$ cat src/lsse_pkg.sv
package lsse_pkg;

  // Fixed field widths
  localparam int ELEM_W   = 9;   // element_index, element_count
  localparam int SETSZ_W  = 6;   // max_set_size
  localparam int SQ_W     = 6;   // square_number
  localparam int BP_W     = 10;  // bit_position

  // Configuration register indexes
  localparam logic CFG_IDX_ELEMENT_COUNT = 1'b0;
  localparam logic CFG_IDX_MAX_SET_SIZE  = 1'b1;

  // Reset values of the configuration registers
  localparam int RST_ELEMENT_COUNT = 256;
  localparam logic [SETSZ_W-1:0] RST_MAX_SET_SIZE = 6'd3;

  typedef enum logic {
    F_IDLE,
    F_DIV
  } front_state_t;

  typedef enum logic [1:0] {
    B_IDLE,
    B_RUN,
    B_FLUSH
  } back_state_t;

  // One result item
  typedef struct packed {
    logic             in_range;
    logic [BP_W-1:0]  bit_position;
    logic [SQ_W-1:0]  square_number;
  } out_item_t;

  // Smallest side s with s*s >= n, for sides up to max_side (at most 64)
  function automatic logic [6:0] side_of(input logic [ELEM_W-1:0] n, input int max_side);
    logic [6:0] s;
    s = 7'd0;
    for (int k = 1; k <= 64; k++) begin
      if (k <= max_side && (k - 1) * (k - 1) < int'(n)) begin
        s = 7'(k);
      end
    end
    return s;
  endfunction

endpackage

$ cat src/lsse_front.sv
module lsse_front import lsse_pkg::*; #(
  parameter int SIDE_W = 5
) (
  input  logic                  clk,
  input  logic                  rst_n,
  input  logic                  in_tvalid,
  output logic                  in_tready,
  input  logic [ELEM_W-1:0]     element_index,
  input  logic [ELEM_W-1:0]     n_eff,
  input  logic [SIDE_W-1:0]     side,
  output logic                  push,
  output logic [2*SIDE_W:0]     push_data,   // {in_range, row, col}
  input  logic                  full
);

  front_state_t         state_r, state_nxt;
  logic [ELEM_W-1:0]    rem_r, rem_nxt;
  logic [SIDE_W-1:0]    row_r, row_nxt;
  logic                 ir_r, ir_nxt;
  logic [ELEM_W-1:0]    side_ext;
  logic                 ok;

  assign side_ext = {{(ELEM_W-SIDE_W){1'b0}}, side};

  // Classify the incoming index
  assign ok = (element_index != '0) && (element_index <= n_eff) && (side != '0);

  // State register
  always_ff @(posedge clk) begin
    if (!rst_n) begin
      state_r <= F_IDLE;
    end else begin
      state_r <= state_nxt;
    end
  end

  // Payload registers
  always_ff @(posedge clk) begin
    rem_r <= rem_nxt;
    row_r <= row_nxt;
    ir_r  <= ir_nxt;
  end

  // Split position into row and column by repeated subtraction of the side
  always_comb begin
    state_nxt = state_r;
    rem_nxt   = rem_r;
    row_nxt   = row_r;
    ir_nxt    = ir_r;
    in_tready = 1'b0;
    push      = 1'b0;
    push_data = {ir_r, row_r, rem_r[SIDE_W-1:0]};
    case (state_r)
      F_IDLE: begin
        in_tready = 1'b1;
        if (in_tvalid) begin
          ir_nxt    = ok;
          rem_nxt   = ok ? element_index - ELEM_W'(1) : '0;
          row_nxt   = '0;
          state_nxt = F_DIV;
        end
      end
      F_DIV: begin
        if (ir_r && rem_r >= side_ext) begin
          rem_nxt = rem_r - side_ext;
          row_nxt = row_r + SIDE_W'(1);
        end else if (!full) begin
          push      = 1'b1;
          state_nxt = F_IDLE;
        end
      end
      default: begin
        state_nxt = F_IDLE;
      end
    endcase
  end

endmodule

$ cat src/lsse_fifo.sv
module lsse_fifo #(
  parameter int W     = 11,
  parameter int DEPTH = 2
) (
  input  logic          clk,
  input  logic          rst_n,
  input  logic          push,
  input  logic [W-1:0]  push_data,
  output logic          full,
  input  logic          pop,
  output logic [W-1:0]  pop_data,
  output logic          empty
);

  localparam int PTR_W = (DEPTH > 1) ? $clog2(DEPTH) : 1;
  localparam int CNT_W = $clog2(DEPTH + 1);

  logic [W-1:0]      mem_r [DEPTH];
  logic [PTR_W-1:0]  wptr_r, rptr_r;
  logic [CNT_W-1:0]  cnt_r;

  assign full     = (cnt_r == CNT_W'(DEPTH));
  assign empty    = (cnt_r == '0);
  assign pop_data = mem_r[rptr_r];

  // Store entries
  always_ff @(posedge clk) begin
    if (push && !full) begin
      mem_r[wptr_r] <= push_data;
    end
  end

  // Advance pointers and fill count
  always_ff @(posedge clk) begin
    if (!rst_n) begin
      wptr_r <= '0;
      rptr_r <= '0;
      cnt_r  <= '0;
    end else begin
      if (push && !full) begin
        wptr_r <= (wptr_r == PTR_W'(DEPTH - 1)) ? '0 : wptr_r + PTR_W'(1);
      end
      if (pop && !empty) begin
        rptr_r <= (rptr_r == PTR_W'(DEPTH - 1)) ? '0 : rptr_r + PTR_W'(1);
      end
      case ({push && !full, pop && !empty})
        2'b10:   cnt_r <= cnt_r + CNT_W'(1);
        2'b01:   cnt_r <= cnt_r - CNT_W'(1);
        default: cnt_r <= cnt_r;
      endcase
    end
  end

endmodule

$ cat src/lsse_back.sv
module lsse_back import lsse_pkg::*; #(
  parameter int SIDE_W      = 5,
  parameter int MAX_SQUARES = 64
) (
  input  logic                clk,
  input  logic                rst_n,
  input  logic                empty,
  input  logic [2*SIDE_W:0]   pop_data,    // {in_range, row, col}
  output logic                pop,
  input  logic [SIDE_W-1:0]   side,
  input  logic [SETSZ_W-1:0]  max_set_size,
  output logic                out_tvalid,
  input  logic                out_tready,
  output out_item_t           out_item,
  output logic                out_tlast
);

  localparam int IT_W = $clog2(MAX_SQUARES);

  back_state_t        state_r, state_nxt;
  logic [SIDE_W-1:0]  row_r, row_nxt, col_r, col_nxt;
  logic [SIDE_W-1:0]  inc_r, inc_nxt, start_r, start_nxt, acc_r, acc_nxt;
  logic               mir_r, mir_nxt;
  logic [IT_W-1:0]    it_r, it_nxt;
  logic [SQ_W-1:0]    cnt_r, cnt_nxt;
  logic [BP_W-1:0]    base_r, base_nxt;
  out_item_t          hold_r, hold_nxt;
  logic               hold_v_r, hold_v_nxt;
  out_item_t          out_r, out_nxt;
  logic               out_v_r, out_v_nxt, out_last_r, out_last_nxt;

  logic               out_free, load;
  logic [IT_W-1:0]    last_it;
  logic [SIDE_W-1:0]  c, sym, sym_gen, inc1, inc2, start1, acc1, acc2, inc_init;
  logic               emit;
  logic [BP_W-1:0]    side_bp;

  // Add two residues below the side, result reduced once
  function automatic logic [SIDE_W-1:0] mod_add(input logic [SIDE_W-1:0] a,
                                                input logic [SIDE_W-1:0] b,
                                                input logic [SIDE_W-1:0] m);
    logic [SIDE_W:0] t;
    t = {1'b0, a} + {1'b0, b};
    if (t >= {1'b0, m}) begin
      t = t - {1'b0, m};
    end
    return t[SIDE_W-1:0];
  endfunction

  assign out_free   = !out_v_r || out_tready;
  assign out_tvalid = out_v_r;
  assign out_item   = out_r;
  assign out_tlast  = out_last_r;
  assign side_bp    = BP_W'(side);
  assign inc_init   = (side == SIDE_W'(1)) ? '0 : SIDE_W'(1);

  // Final iteration index: set size, capped by the square count
  assign last_it = (int'(max_set_size) > MAX_SQUARES - 1) ? IT_W'(MAX_SQUARES - 1)
                                                          : IT_W'(max_set_size);

  // Symbol of a generated square and the step of inc, start and row*inc
  always_comb begin
    c       = mir_r ? (side - SIDE_W'(1) - col_r) : col_r;
    sym_gen = mod_add(mod_add(c, acc_r, side), start_r, side);
    inc1    = (inc_r + SIDE_W'(1) == side) ? '0 : inc_r + SIDE_W'(1);
    acc1    = mod_add(acc_r, row_r, side);
    start1  = (start_r + SIDE_W'(1) == side) ? '0 : start_r + SIDE_W'(1);
    inc2    = (side == SIDE_W'(1)) ? '0 : SIDE_W'(1);
    acc2    = mod_add(acc1, row_r, side);
  end

  // Control registers
  always_ff @(posedge clk) begin
    if (!rst_n) begin
      state_r  <= B_IDLE;
      hold_v_r <= 1'b0;
      out_v_r  <= 1'b0;
    end else begin
      state_r  <= state_nxt;
      hold_v_r <= hold_v_nxt;
      out_v_r  <= out_v_nxt;
    end
  end

  // Payload registers
  always_ff @(posedge clk) begin
    row_r      <= row_nxt;
    col_r      <= col_nxt;
    inc_r      <= inc_nxt;
    start_r    <= start_nxt;
    acc_r      <= acc_nxt;
    mir_r      <= mir_nxt;
    it_r       <= it_nxt;
    cnt_r      <= cnt_nxt;
    base_r     <= base_nxt;
    hold_r     <= hold_nxt;
    out_r      <= out_nxt;
    out_last_r <= out_last_nxt;
  end

  // Sequence the squares of one entry; hold one result back to mark the last
  always_comb begin
    state_nxt    = state_r;
    row_nxt      = row_r;
    col_nxt      = col_r;
    inc_nxt      = inc_r;
    start_nxt    = start_r;
    acc_nxt      = acc_r;
    mir_nxt      = mir_r;
    it_nxt       = it_r;
    cnt_nxt      = cnt_r;
    base_nxt     = base_r;
    hold_nxt     = hold_r;
    hold_v_nxt   = hold_v_r;
    out_nxt      = out_r;
    out_last_nxt = out_last_r;
    pop          = 1'b0;
    load         = 1'b0;
    emit         = 1'b1;
    sym          = sym_gen;
    case (state_r)
      B_IDLE: begin
        if (!empty) begin
          pop = 1'b1;
          if (pop_data[2*SIDE_W]) begin
            row_nxt    = pop_data[2*SIDE_W-1:SIDE_W];
            col_nxt    = pop_data[SIDE_W-1:0];
            inc_nxt    = inc_init;
            start_nxt  = '0;
            acc_nxt    = pop_data[2*SIDE_W-1:SIDE_W];
            mir_nxt    = 1'b0;
            it_nxt     = '0;
            cnt_nxt    = '0;
            base_nxt   = '0;
            hold_v_nxt = 1'b0;
            state_nxt  = B_RUN;
          end else begin
            hold_nxt   = '0;
            hold_v_nxt = 1'b1;
            state_nxt  = B_FLUSH;
          end
        end
      end
      B_RUN: begin
        if (out_free) begin
          if (it_r == '0) begin
            sym = col_r;
          end else if (it_r == IT_W'(1)) begin
            sym = row_r;
          end else if (inc1 != '0) begin
            inc_nxt = inc1;
            acc_nxt = acc1;
          end else if (start1 == '0 && !mir_r) begin
            // first full wrap of start: enter mirrored phase, drop this square
            emit      = 1'b0;
            mir_nxt   = 1'b1;
            start_nxt = '0;
            inc_nxt   = inc_init;
            acc_nxt   = row_r;
          end else begin
            start_nxt = start1;
            inc_nxt   = inc2;
            acc_nxt   = acc2;
          end
          if (emit) begin
            if (hold_v_r) begin
              load         = 1'b1;
              out_nxt      = hold_r;
              out_last_nxt = 1'b0;
            end
            hold_nxt.in_range      = 1'b1;
            hold_nxt.square_number = cnt_r;
            hold_nxt.bit_position  = BP_W'(sym) + base_r;
            hold_v_nxt             = 1'b1;
            cnt_nxt                = cnt_r + SQ_W'(1);
            base_nxt               = base_r + side_bp;
          end
          it_nxt = it_r + IT_W'(1);
          if (it_r == last_it) begin
            state_nxt = B_FLUSH;
          end
        end
      end
      B_FLUSH: begin
        if (out_free) begin
          load         = 1'b1;
          out_nxt      = hold_r;
          out_last_nxt = 1'b1;
          hold_v_nxt   = 1'b0;
          state_nxt    = B_IDLE;
        end
      end
      default: begin
        state_nxt = B_IDLE;
      end
    endcase
    // Output register: fill on load, drain on transaction
    if (load) begin
      out_v_nxt = 1'b1;
    end else if (out_tready) begin
      out_v_nxt = 1'b0;
    end else begin
      out_v_nxt = out_v_r;
    end
  end

endmodule

$ cat src/latin_square_sketch_encoder.sv
// Channel  Direction  Payload                                  Handshake
// in_      slave      tdata[8:0] element_index                  tvalid/tready
// out_     master     tdata {bit_position, square_number},      tvalid/tready
//                     tuser in_range, tlast last
// cfg_     slave      index 0 element_count, 1 max_set_size    valid/ready
//
// The front splits index-1 into row and column by subtracting the side once a
// cycle; it takes no new index until it pushes. A two-entry queue feeds the
// back, which takes an entry and, while the output is free, steps one iteration
// a cycle (one square each, none at the first wrap), then releases the held
// last result, one zero item if out of range. The slower side sets the rate.
// Reset (rst_n low, synchronous) empties the queue and clears both sides.
// A stalled output holds the back; a full queue holds the front.
module latin_square_sketch_encoder import lsse_pkg::*; #(
  parameter int MAX_SIDE    = 16,
  parameter int MAX_SQUARES = 64
) (
  input  logic         clk,
  input  logic         rst_n,
  input  logic         in_tvalid,
  output logic         in_tready,
  input  logic [15:0]  in_tdata,    // [8:0] element_index
  output logic         out_tvalid,
  input  logic         out_tready,
  output logic [15:0]  out_tdata,   // [5:0] square_number, [15:6] bit_position
  output logic         out_tuser,   // [0] in_range
  output logic         out_tlast,
  input  logic         cfg_valid,
  output logic         cfg_ready,
  input  logic         cfg_index,
  input  logic [8:0]   cfg_data
);

  localparam int SIDE_W  = $clog2(MAX_SIDE + 1);
  localparam int ENTRY_W = 2 * SIDE_W + 1;
  localparam int MAX_N   = MAX_SIDE * MAX_SIDE;
  localparam int RST_N   = (RST_ELEMENT_COUNT > MAX_N) ? MAX_N : RST_ELEMENT_COUNT;

  logic [ELEM_W-1:0]   n_eff_r;
  logic [SIDE_W-1:0]   side_r;
  logic [SETSZ_W-1:0]  mss_r;
  logic [ELEM_W-1:0]   cfg_n;
  logic [6:0]          cfg_side, rst_side;

  logic                push, pop, full, empty;
  logic [ENTRY_W-1:0]  push_data, pop_data;
  out_item_t           out_item;

  assign cfg_ready = 1'b1;
  assign cfg_n     = (int'(cfg_data) > MAX_N) ? ELEM_W'(MAX_N) : cfg_data;
  assign cfg_side  = side_of(cfg_n, MAX_SIDE);
  assign rst_side  = side_of(ELEM_W'(RST_N), MAX_SIDE);

  // Configuration registers; side follows the saturated element count
  always_ff @(posedge clk) begin
    if (!rst_n) begin
      n_eff_r <= ELEM_W'(RST_N);
      side_r  <= rst_side[SIDE_W-1:0];
      mss_r   <= RST_MAX_SET_SIZE;
    end else if (cfg_valid) begin
      case (cfg_index)
        CFG_IDX_ELEMENT_COUNT: begin
          n_eff_r <= cfg_n;
          side_r  <= cfg_side[SIDE_W-1:0];
        end
        CFG_IDX_MAX_SET_SIZE: begin
          mss_r <= cfg_data[SETSZ_W-1:0];
        end
        default: begin
          mss_r <= mss_r;
        end
      endcase
    end
  end

  lsse_front #(
    .SIDE_W (SIDE_W)
  ) u_front (
    .clk           (clk),
    .rst_n         (rst_n),
    .in_tvalid     (in_tvalid),
    .in_tready     (in_tready),
    .element_index (in_tdata[ELEM_W-1:0]),
    .n_eff         (n_eff_r),
    .side          (side_r),
    .push          (push),
    .push_data     (push_data),
    .full          (full)
  );

  lsse_fifo #(
    .W     (ENTRY_W),
    .DEPTH (2)
  ) u_fifo (
    .clk       (clk),
    .rst_n     (rst_n),
    .push      (push),
    .push_data (push_data),
    .full      (full),
    .pop       (pop),
    .pop_data  (pop_data),
    .empty     (empty)
  );

  lsse_back #(
    .SIDE_W      (SIDE_W),
    .MAX_SQUARES (MAX_SQUARES)
  ) u_back (
    .clk          (clk),
    .rst_n        (rst_n),
    .empty        (empty),
    .pop_data     (pop_data),
    .pop          (pop),
    .side         (side_r),
    .max_set_size (mss_r),
    .out_tvalid   (out_tvalid),
    .out_tready   (out_tready),
    .out_item     (out_item),
    .out_tlast    (out_tlast)
  );

  assign out_tdata = {out_item.bit_position, out_item.square_number};
  assign out_tuser = out_item.in_range;

  // An out-of-range result is a single zero item that closes its element
  a_out_of_range: assert property (@(posedge clk) disable iff (!rst_n)
    out_tvalid && !out_tuser |-> out_tlast && out_tdata == '0)
    else $error("out-of-range result not a lone zero item");

  // The queue never takes an entry while full, nor gives one while empty
  a_queue_bounds: assert property (@(posedge clk) disable iff (!rst_n)
    !(push && full) && !(pop && empty))
    else $error("queue overflow or underflow");

  // Side is zero exactly when the element count is zero, and within bounds
  a_side_consistent: assert property (@(posedge clk) disable iff (!rst_n)
    (int'(side_r) <= MAX_SIDE) && ((side_r == '0) == (n_eff_r == '0)))
    else $error("side inconsistent with element count");

  // An in-range result following the last of an element starts at square zero
  a_first_square: assert property (@(posedge clk) disable iff (!rst_n)
    out_tvalid && out_tready && out_tlast ##1 out_tvalid && out_tuser
    |-> out_tdata[SQ_W-1:0] == '0)
    else $error("new element does not start at square zero");

endmodule

$ cat config.mk
export PLATFORM = sky130hd
export DESIGN_NAME = latin_square_sketch_encoder
export DESIGN_NICKNAME = d
export VERILOG_FILES = /design/src/lsse_pkg.sv /design/src/lsse_front.sv /design/src/lsse_fifo.sv /design/src/lsse_back.sv /design/src/latin_square_sketch_encoder.sv
export SDC_FILE = /design/constraint.sdc
export NUM_CORES = 1
export LEC_CHECK = 0
export ABC_AREA = 0
export BUFFER_PORTS_ARGS = -buffer_cell sky130_fd_sc_hd__buf_2
export CORE_MARGIN = 2
export CORE_UTILIZATION = 61
export CTS_CLUSTER_DIAMETER = 60
export DETAILED_ROUTE_END_ITERATION = 16
export PLACE_DENSITY = 0.82
export SYNTH_ARGS = -nofsm -noshare
export SYNTH_HDL_FRONTEND = slang
export SYNTH_SLANG_ARGS = --single-unit
$ cat constraint.sdc
create_clock -name clk -period 22.2 [get_ports clk]
set_clock_uncertainty 0.2 [all_clocks]
set_input_delay 3.33 -clock clk [delete_from_list [all_inputs] [get_ports clk]]
set_output_delay 3.33 -clock clk [all_outputs]
set_load 0.02 [all_outputs]
==> results of run 1 <==
## per-stage QoR
stage / hold WS (ns) / std cells / instance area, sq um / setup slack, ns
after global placement: 0.200 / 1202 / 10200 / 14.00
after detailed placement: 0.205 / 1202 / 10200 / 13.88
after floorplan: 0.200 / 966 / 9810 / 14.52
final: 0.221 / 1234 / 10800 / 13.78
after CTS: 0.220 / 1234 / 10800 / 13.85
after global routing: 0.227 / 1234 / 10800 / 13.14
## critical path: cells and delay by family (launching register included)
family,cells,cell delay (ns)
adder cells (fa/ha/maj),8,2.71
multiplexers,2,0.58
XOR/XNOR,3,0.62
AND/OR/NAND/NOR,5,0.88
buffers and inverters,2,0.54
AO/OA/AOI/OAI,12,2.33
flip-flops,1,0.31
## cell usage after synthesis (all sizes together), types with 23 or more instances
library cell    n
a21oi          42
and2           23
clkbuf         24
dfxtp          30
edfxtp        120
ha             82
inv            63
nand2          64
nand3          45
nor2           79
o21ai          45
xnor2          42
xor2           37
## registers in the layout (all words and copies together) (netlist names), 6 cells and up, named ones only
register	cells
mss_r	6
n_eff_r	9
u_back.base_r	10
u_back.cnt_r	6
u_back.hold_r	17
u_back.it_r	6
u_back.out_item	17
u_fifo.mem_r	22
u_front.rem_r	9
## kinds of logic (layout without fill, tap and decap cells)
group	count (synthesis)	after routing	synth area share, %
other	1	1	0.0382
muxes	32	32	3.58
buffers and inverters	94	146	3.65
xor gates and xnor gates	80	80	7.28
and+or+nand+nor	319	319	16.4
adders and majority gates	94	94	12.9
DFF	150	150	42.9
AOI/OAI and AO/OA	196	196	13.3
## layer usage
metal	routed length [um]	vias up	part of all wire [%]
met5	0	-	0
met4	410	0	2.0
met3	1030	38	4.9
met2	10300	224	50
met1	8990	3454	43
li1	-	3588	-
## cell type report
| type | count | area (sq um) |
|---|---|---|
| inverters | 64 | 240 |
| multi-input cells | 722 | 5250 |
| repair buffers | 50 | 268 |
| clock inverters | 15 | 123 |
| well taps | 216 | 270 |
| fillers | 1182 | 5050 |
| flip-flops and latches | 150 | 4200 |
| clock buffers | 17 | 425 |
## how the worst max path moves through the flow
stage / start / to / slack (ns) / depth (start not counted)
after floorplan: side_r[1] / u_back.hold_r[14] / 14.52 / 32
after global placement: side_r[1] / u_back.hold_r[14] / 14.00 / 32
after detailed placement: side_r[1] / u_back.hold_r[12] / 13.88 / 32
after CTS: side_r[1] / u_back.hold_r[12] / 13.85 / 32
after global routing: side_r[1] / u_back.hold_r[12] / 13.14 / 32
final: side_r[1] / u_back.hold_r[12] / 13.78 / 32
==> out/qor.txt, run 1 <==
Fmax: 0.119 GHz
Critical Path Start Type: flop
Fraction of layout cells with a size suffix above 1: 11.4%
Diodes inserted: 0
Gr busiest metal: met2
Final Slew Violations: 0
Slew headroom: 36.8%
Met1 Usage GRT: 31.8%
Seq cells post-synth: 150
Clk buf depth: 2
Synth area leader: edfxtp_1
Mapped Avg Cell Area: 10.2 sq um
Worst Reg-to-Reg Cells: 32
Die ar.: 17100 sq um
M3 GR Usage: 4.89%
Most common cell on crit path: ha_1
RSZ-0062 raised after global routing: no
Syn nets: 1091
Cell row count: 46
Crit path arrival time: 8.39 ns
Hold_sp: u_back.hold_r[10]
Most frequent cells in the layout: edfxtp_1 (120), ha_1 (82), nor2_1 (79), nand2_1 (64), inv_1 (63)
Max-Cap Viols: 0
DR vias/cell: 5.92
Required time of the critical path: 22.17 ns
Routability-driven placement congestion ratio: 0.919
CP max FO: 8
All-Layer GR Usage: 24.8%
Met2 Resource Use GR: 42.4%
Primary FF master, synth: edfxtp_1
Layout area overhead: 9.87%
Post-CTS Setup Bufs: 0
Synthesized instance count: 966
Final setup viols: 0
Critical-path top delay cell: fa_1
# port buffers: 43
Fin crit share: 37.9%
Die Ht: 131 um
Final-stage net count: 1130
Setup Crit Path Kind: reg -> reg
I/O pins: 52
Drt wl/cell: 16.8 um
Yosys warnings: 0
Initial antenna violation count: 0
Detail Placement HPWL: 15.1 mm
Vias in the first global route: 6807
Hold Fails Final Rpt: 0
Post-synth cell types: 71
Largest net degree at the start of global routing: 36
Seq/Total Area, Yosys: 42.9%
Hold EP: u_back.out_item[10]
Worst r2r src: side_r[1]
Clk slew on worst S/H paths: 0.06 ns
Later-pin clock latency in the skew report: 0.43 ns
CTS Root Cell: clkbuf_16
FF-to-FF setup slack: 13.78 ns
Core area: 15800 sq um
First-pass GRT wire length: 32.9 mm
Worst setup EP type: flop
Post-synth EDFFs: 120
Detailed Routing Iterations Pass 1: 7
CP max stage delay: 0.50 ns
Final worst path period need: 8.42 ns
GRT Residual Overflow: 0
Worst R2R End: u_back.hold_r[12]
Setup TNS: 0 ns
PostCTS Resize Cnt: 0
Final ANT Viol Nets: 0
Vias: 7304
Clock Sink Count: 150
Hold Path Depth: 0
Most common cell after layout, fill and taps aside: edfxtp_1
Drc violations: 0
Initial core utilization: 62.0%
Final core utilization: 68.1%
Measured slew at the worst slew-check pin: 0.948 ns
Post-CTS Hold Buffers: 0
Post-synth top area share: 36.7%
Final wirelength: 20.7 mm
Main area contributors after synthesis: edfxtp_1 (37%), ha_1 (10%), dfxtp_1 (6.1%), xnor2_1 (3.8%), xor2_1 (3.3%)
H-tree depth: 4
Ys async rst share: 0%
Status: finished, final reports clean
CTS tree: built
Syn Std Cell Area: 9810 sq um
Initial DRC Count: 572
Num CTS Buffers: 17
Die W: 131 um
Hold crit path type: reg -> reg
Power of run 1 is left out: the tool's default activity adds up to more than one toggle a clock period on the data nets, which glitch-free logic cannot reach.
==> inputs of run 2 (changes only) <==
--- a/config.mk
+++ b/config.mk
@@ -8,10 +8,10 @@
 export ABC_AREA = 0
 export BUFFER_PORTS_ARGS = -buffer_cell sky130_fd_sc_hd__buf_2
 export CORE_MARGIN = 2
-export CORE_UTILIZATION = 61
+export CORE_UTILIZATION = 56
 export CTS_CLUSTER_DIAMETER = 60
 export DETAILED_ROUTE_END_ITERATION = 16
-export PLACE_DENSITY = 0.82
+export PLACE_DENSITY = 0.79
 export SYNTH_ARGS = -nofsm -noshare
 export SYNTH_HDL_FRONTEND = slang
 export SYNTH_SLANG_ARGS = --single-unit
==> constraint.sdc (replaced) <==
create_clock -name clk -period 6.8 [get_ports clk]
set_clock_uncertainty 0.2 [all_clocks]
set_input_delay 1.02 -clock clk [delete_from_list [all_inputs] [get_ports clk]]
set_output_delay 1.02 -clock clk [all_outputs]
set_load 0.02 [all_outputs]
==> run 2 against run 1 <==
The flow now finishes with violations (negative setup slack). Setup slack lost 14 ns. Global-route usage increased by 1.1 points. Die area is 8.6% higher. Clock-buffer cell count did not move. Via count grew 5.8%. Fmax up 13%. Non-clock buffer count is 68 higher. First-iteration DRC count decreased by 5.2%. Critical path depth grew 5. Sequential share of layout area down 3.0 points. Final cell count is 6.2% higher. Final area up 8.4%. Critical endpoint is now u_back.hold_r[13]. Largest cell class unchanged.
==> out/qor.txt, run 2 (same netlist as run 1, synthesis figures left out) <==
CP max FO: 4
Met2 Resource Use GR: 44.5%
Most common cell after layout, fill and taps aside: edfxtp_1
Die ar.: 18600 sq um
Detailed Routing Iterations Pass 1: 5
Layout area overhead: 19.1%
Most frequent cells in the layout: edfxtp_1 (120), nor2_1 (76), ha_1 (75), buf_4 (71), nand2_1 (64)
Measured slew at the worst slew-check pin: 1.06 ns
Status: finished with violations
Clk buf depth: 2
Critical Path Start Type: flop
End of the critical path: u_back.hold_r[13]
Worst r2r src: u_back.col_r[0]
Max reg flops: 22
Later-pin clock latency in the skew report: 0.43 ns
Vias: 7730
Num CTS Buffers: 17
Initial DRC Count: 542
Routability-driven placement congestion ratio: 0.893
Core area: 17200 sq um
Fraction of layout cells with a size suffix above 1: 21.7%
Met1 Usage GRT: 31.3%
Vias in the first global route: 7596
Post-CTS Hold Buffers: 0
Bufs and invs on worst path: 6
CP max stage delay: 0.49 ns
Slew headroom: 29.3%
Final setup viols: 9
Fin crit share: 110%
Cell row count: 48
RSZ-0062 raised after global routing: yes
H-tree depth: 4
Worst R2R End: u_back.hold_r[13]
# port buffers: 43
Worst Setup SP: u_back.col_r[0]
Largest net degree at the start of global routing: 35
Max-Cap Viols: 0
Critical-path top delay cell: fa_1
Worst Reg-to-Reg Cells: 37
CTS Root Cell: clkbuf_16
Setup slack after layout: -0.680 ns
Failing checks: negative setup slack
Top reg by flops: u_fifo.mem_r
Die W: 136 um
Hold Fails Final Rpt: 0
M3 GR Usage: 5.59%
Die Ht: 136 um
Stages on the worst setup path: 37
Final Slew Violations: 0
DR vias/cell: 5.90
Worst setup EP type: flop
All-Layer GR Usage: 26.0%
Final wirelength: 23.6 mm
Initial core utilization: 56.9%
Final Instance Count excl. Fillers: 1311
Final worst path period need: 7.48 ns
Required time of the critical path: 6.77 ns
Fmax: 0.134 GHz
I/O pins: 52
FF-to-FF setup slack: -0.68 ns
CTS tree: built
Setup Crit Path Kind: reg -> reg
Final core utilization: 67.8%
Clk slew on worst S/H paths: 0.07 ns
Detail Placement HPWL: 16.3 mm
Final-stage net count: 1198
Clock Sink Count: 150
Setup TNS: -4.72 ns
Placed insts: 1259
Diodes inserted: 0
Drc violations: 0
GRT Residual Overflow: 0
Initial antenna violation count: 0
CP top delay family: adder cells
Final ANT Viol Nets: 0
Crit path arrival time: 7.45 ns
Drt wl/cell: 18.0 um
Hold crit path type: reg -> reg
Gr busiest metal: met2
First-pass GRT wire length: 37.5 mm
==> run 2: cell types whose count changed in the layout (fill, tap and decap cells not counted), sizes merged <==
cell | before | now
buf | 50 | 118
bufinv | 0 | 2
clkinv | 5 | 6
clkinvlp | 5 | 3
inv | 69 | 68
==> run 2: cell type report <==
type,count,area (sq um)
well taps,225,282
repair buffers,118,793
multi-input cells,722,5560
inverters,64,244
fillers,1218,5560
clock inverters,15,169
flip-flops and latches,150,4210
clock buffers,17,425
==> run 2: worst min path at each step <==
stage / cells after the start / start / to / slack [ns]
global placement: 0 / u_back.hold_r[7] / u_back.out_item[7] / 0.20
detailed placement: 0 / u_back.hold_r[7] / u_back.out_item[7] / 0.21
global route: 0 / u_back.hold_r[2] / u_back.out_item[2] / 0.23
finish: 0 / u_back.hold_r[2] / u_back.out_item[2] / 0.21
floorplan: 0 / u_back.hold_r[0] / u_back.out_item[0] / 0.20
CTS: 0 / u_back.hold_r[2] / u_back.out_item[2] / 0.22
==> run 2: through the flow <==
step | hold WS [ns] | setup slack [ns] | area [sq um]
after floorplan | 0.200 | -0.208 | 9840
after detailed placement | 0.205 | -0.714 | 10600
after global placement | 0.200 | -0.520 | 10600
after global routing | 0.231 | -1.04 | 11700
after CTS | 0.216 | -0.571 | 11400
final | 0.212 | -0.680 | 11700
==> run 2: what timing repair did <==
item                                    4_1_cts  5_1_grt
endpoints found under the setup margin        9       10
setup buffers                                10       11
resized for setup                            24       31
gates cloned                                  0        0
pin swaps                                    33       35
==> run 2: metal layers <==
| layer | part of all wire (%) | wire (um) |
|---|---|---|
| met1 | 40 | 9500 |
| met2 | 51 | 12000 |
| met3 | 5.4 | 1270 |
| met4 | 3.7 | 878 |
| met5 | 0 | 0 |
Power of run 2 is left out for the same reason.
==> inputs of run 3 (changes only) <==
--- a/config.mk
+++ b/config.mk
@@ -5,8 +5,8 @@
 export SDC_FILE = /design/constraint.sdc
 export NUM_CORES = 1
 export LEC_CHECK = 0
-export ABC_AREA = 0
 export BUFFER_PORTS_ARGS = -buffer_cell sky130_fd_sc_hd__buf_2
+export CORE_ASPECT_RATIO = 2
 export CORE_MARGIN = 2
 export CORE_UTILIZATION = 56
 export CTS_CLUSTER_DIAMETER = 60
==> run 3 against run 2 <==
The run still ends with negative setup slack left. Flip-flop and latch count is the same. Wire length rose by 2.6%. Highest routed layer unchanged. First-iteration DRC count decreased by 23%. Critical endpoint is now u_back.hold_r[14]. Fmax up 2.8%. Sequential share of layout area up 0.18 points.
==> out/qor.txt, run 3 (same netlist as run 1, synthesis figures left out) <==
Clk buf depth: 2
Worst setup EP type: flop
Setup TNS: -2.59 ns
Max-Cap Viols: 0
RSZ-0062 raised after global routing: yes
Worst R2R End: u_back.hold_r[14]
Worst Reg-to-Reg Cells: 37
I/O pins: 52
Fmax: 0.137 GHz
Worst r2r src: u_back.col_r[0]
Diodes inserted: 0
Hold crit path type: reg -> reg
CTS Root Cell: clkbuf_16
Initial core utilization: 57.1%
Hold_sp: u_back.hold_r[16]
Die ar.: 18700 sq um
Critical-path top delay cell: fa_2
Critical Path Start Type: flop
GRT Residual Overflow: 0
Detail Placement HPWL: 17.5 mm
Layout area overhead: 18.5%
H-tree depth: 4
Drt wl/cell: 18.7 um
CTS tree: built
CP max stage delay: 0.45 ns
Final ANT Viol Nets: 0
Initial DRC Count: 419
Slew headroom: 32.7%
Setup slack after layout: -0.480 ns
Die W: 97.6 um
Vias: 7882
Final-stage net count: 1197
Cell row count: 68
Clock Sink Count: 150
Num CTS Buffers: 17
All-Layer GR Usage: 25.7%
Routability-driven placement congestion ratio: 0.930
Crit path arrival time: 7.25 ns
Hold Path Depth: 0
Vias in the first global route: 7954
# port buffers: 43
Hold Fails Final Rpt: 0
DR vias/cell: 6.09
Final worst path period need: 7.28 ns
Hold EP: u_back.out_item[16]
Failing checks: negative setup slack
FF-to-FF setup slack: -0.48 ns
Max reg flops: 22
Drc violations: 0
Largest net degree at the start of global routing: 35
Final wirelength: 24.3 mm
Fraction of layout cells with a size suffix above 1: 21.8%
First-pass GRT wire length: 37.9 mm
Later-pin clock latency in the skew report: 0.43 ns
Status: finished with violations
Most common cell after layout, fill and taps aside: edfxtp_1
Required time of the critical path: 6.77 ns
Fin crit share: 107%
Final setup viols: 7
CP top delay family: adder cells
Clk slew on worst S/H paths: 0.07 ns
Core area: 17200 sq um
Fillers: 1305
Die Ht: 191 um
Top reg by flops: u_fifo.mem_r
Initial antenna violation count: 0
Final Slew Violations: 0
Bufs and invs on worst path: 6
Most frequent cells in the layout: edfxtp_1 (120), ha_1 (76), nor2_1 (75), buf_4 (69), nand2_1 (64)
CP max FO: 3
Measured slew at the worst slew-check pin: 1.01 ns
Detailed Routing Iterations Pass 1: 7
Setup Crit Path Kind: reg -> reg
==> run 3: cell type report <==
| cell class | instances | area, sq um | area share (%) |
|---|---|---|---|
| well taps | 210 | 263 | 2.26 |
| repair buffers | 117 | 790 | 6.79 |
| clock inverters | 15 | 178 | 1.53 |
| inverters | 64 | 244 | 2.10 |
| clock buffers | 17 | 425 | 3.66 |
| multi-input cells | 722 | 5510 | 47.4 |
| flip-flops and latches | 150 | 4210 | 36.2 |
==> run 3: worst max-delay path by stage <==
| stage | end | from | cells after the start | slack (ns) |
|---|---|---|---|---|
| 3_3_place_gp | u_back.hold_r[14] | u_back.col_r[0] | 34 | -0.60 |
| 3_5_place_dp | u_back.hold_r[14] | u_back.col_r[0] | 34 | -0.78 |
| 2_1_floorplan | u_back.hold_r[14] | side_r[1] | 31 | -0.21 |
| 5_1_grt | u_back.hold_r[11] | u_back.col_r[0] | 36 | -0.86 |
| 6_report | u_back.hold_r[14] | u_back.col_r[0] | 37 | -0.48 |
| 4_1_cts | u_back.hold_r[12] | u_back.col_r[0] | 36 | -0.49 |
==> run 3: routing by layer <==
| metal | vias to the layer above | share of wire (%) | GRT usage [%] |
|---|---|---|---|
| met5 | - | 0 | 0 |
| met2 | 261 | 56 | 50.8 |
| met4 | 0 | 6.8 | 16.9 |
| met1 | 3792 | 33 | 23.7 |
| li1 | 3727 | - | - |
| met3 | 102 | 3.6 | 3.55 |
==> run 3: worst reg2reg max path, delay by kind of cell (launching register included) <==
| kind | cells | cell delay, ns |
|---|---|---|
| AOI/OAI and AO/OA | 11 | 1.74 |
| xor gates and xnor gates | 3 | 0.45 |
| adders and majority gates | 8 | 2.47 |
| buffers and inverters | 6 | 0.47 |
| DFF | 1 | 0.38 |
| muxes | 2 | 0.50 |
| and+or+nand+nor | 7 | 0.82 |
==> run 3: through the flow <==
stage          setup slack (ns)  area [sq um]  hold slack, ns  instances  utilization [%]
3_5_place_dp             -0.780         10700           0.205       1251             62.1
2_1_floorplan            -0.208          9840           0.200        966                -
3_3_place_gp             -0.596         10700           0.201       1251             62.1
6_report                 -0.480         11600           0.216       1295             67.6
5_1_grt                  -0.857         11600           0.229       1295             67.6
4_1_cts                  -0.495         11500           0.218       1291             66.6
==> run 3: timing repair <==
| action | in CTS | in global routing |
|---|---|---|
| resized for setup | 25 | 30 |
| buffers inserted | 8 | 4 |
| hold buffers | 0 | 0 |
| pin swaps | 30 | 26 |
| gates cloned | 0 | 0 |
| endpoints found under the setup margin | 9 | 10 |
Power of run 3 is left out for the same reason.
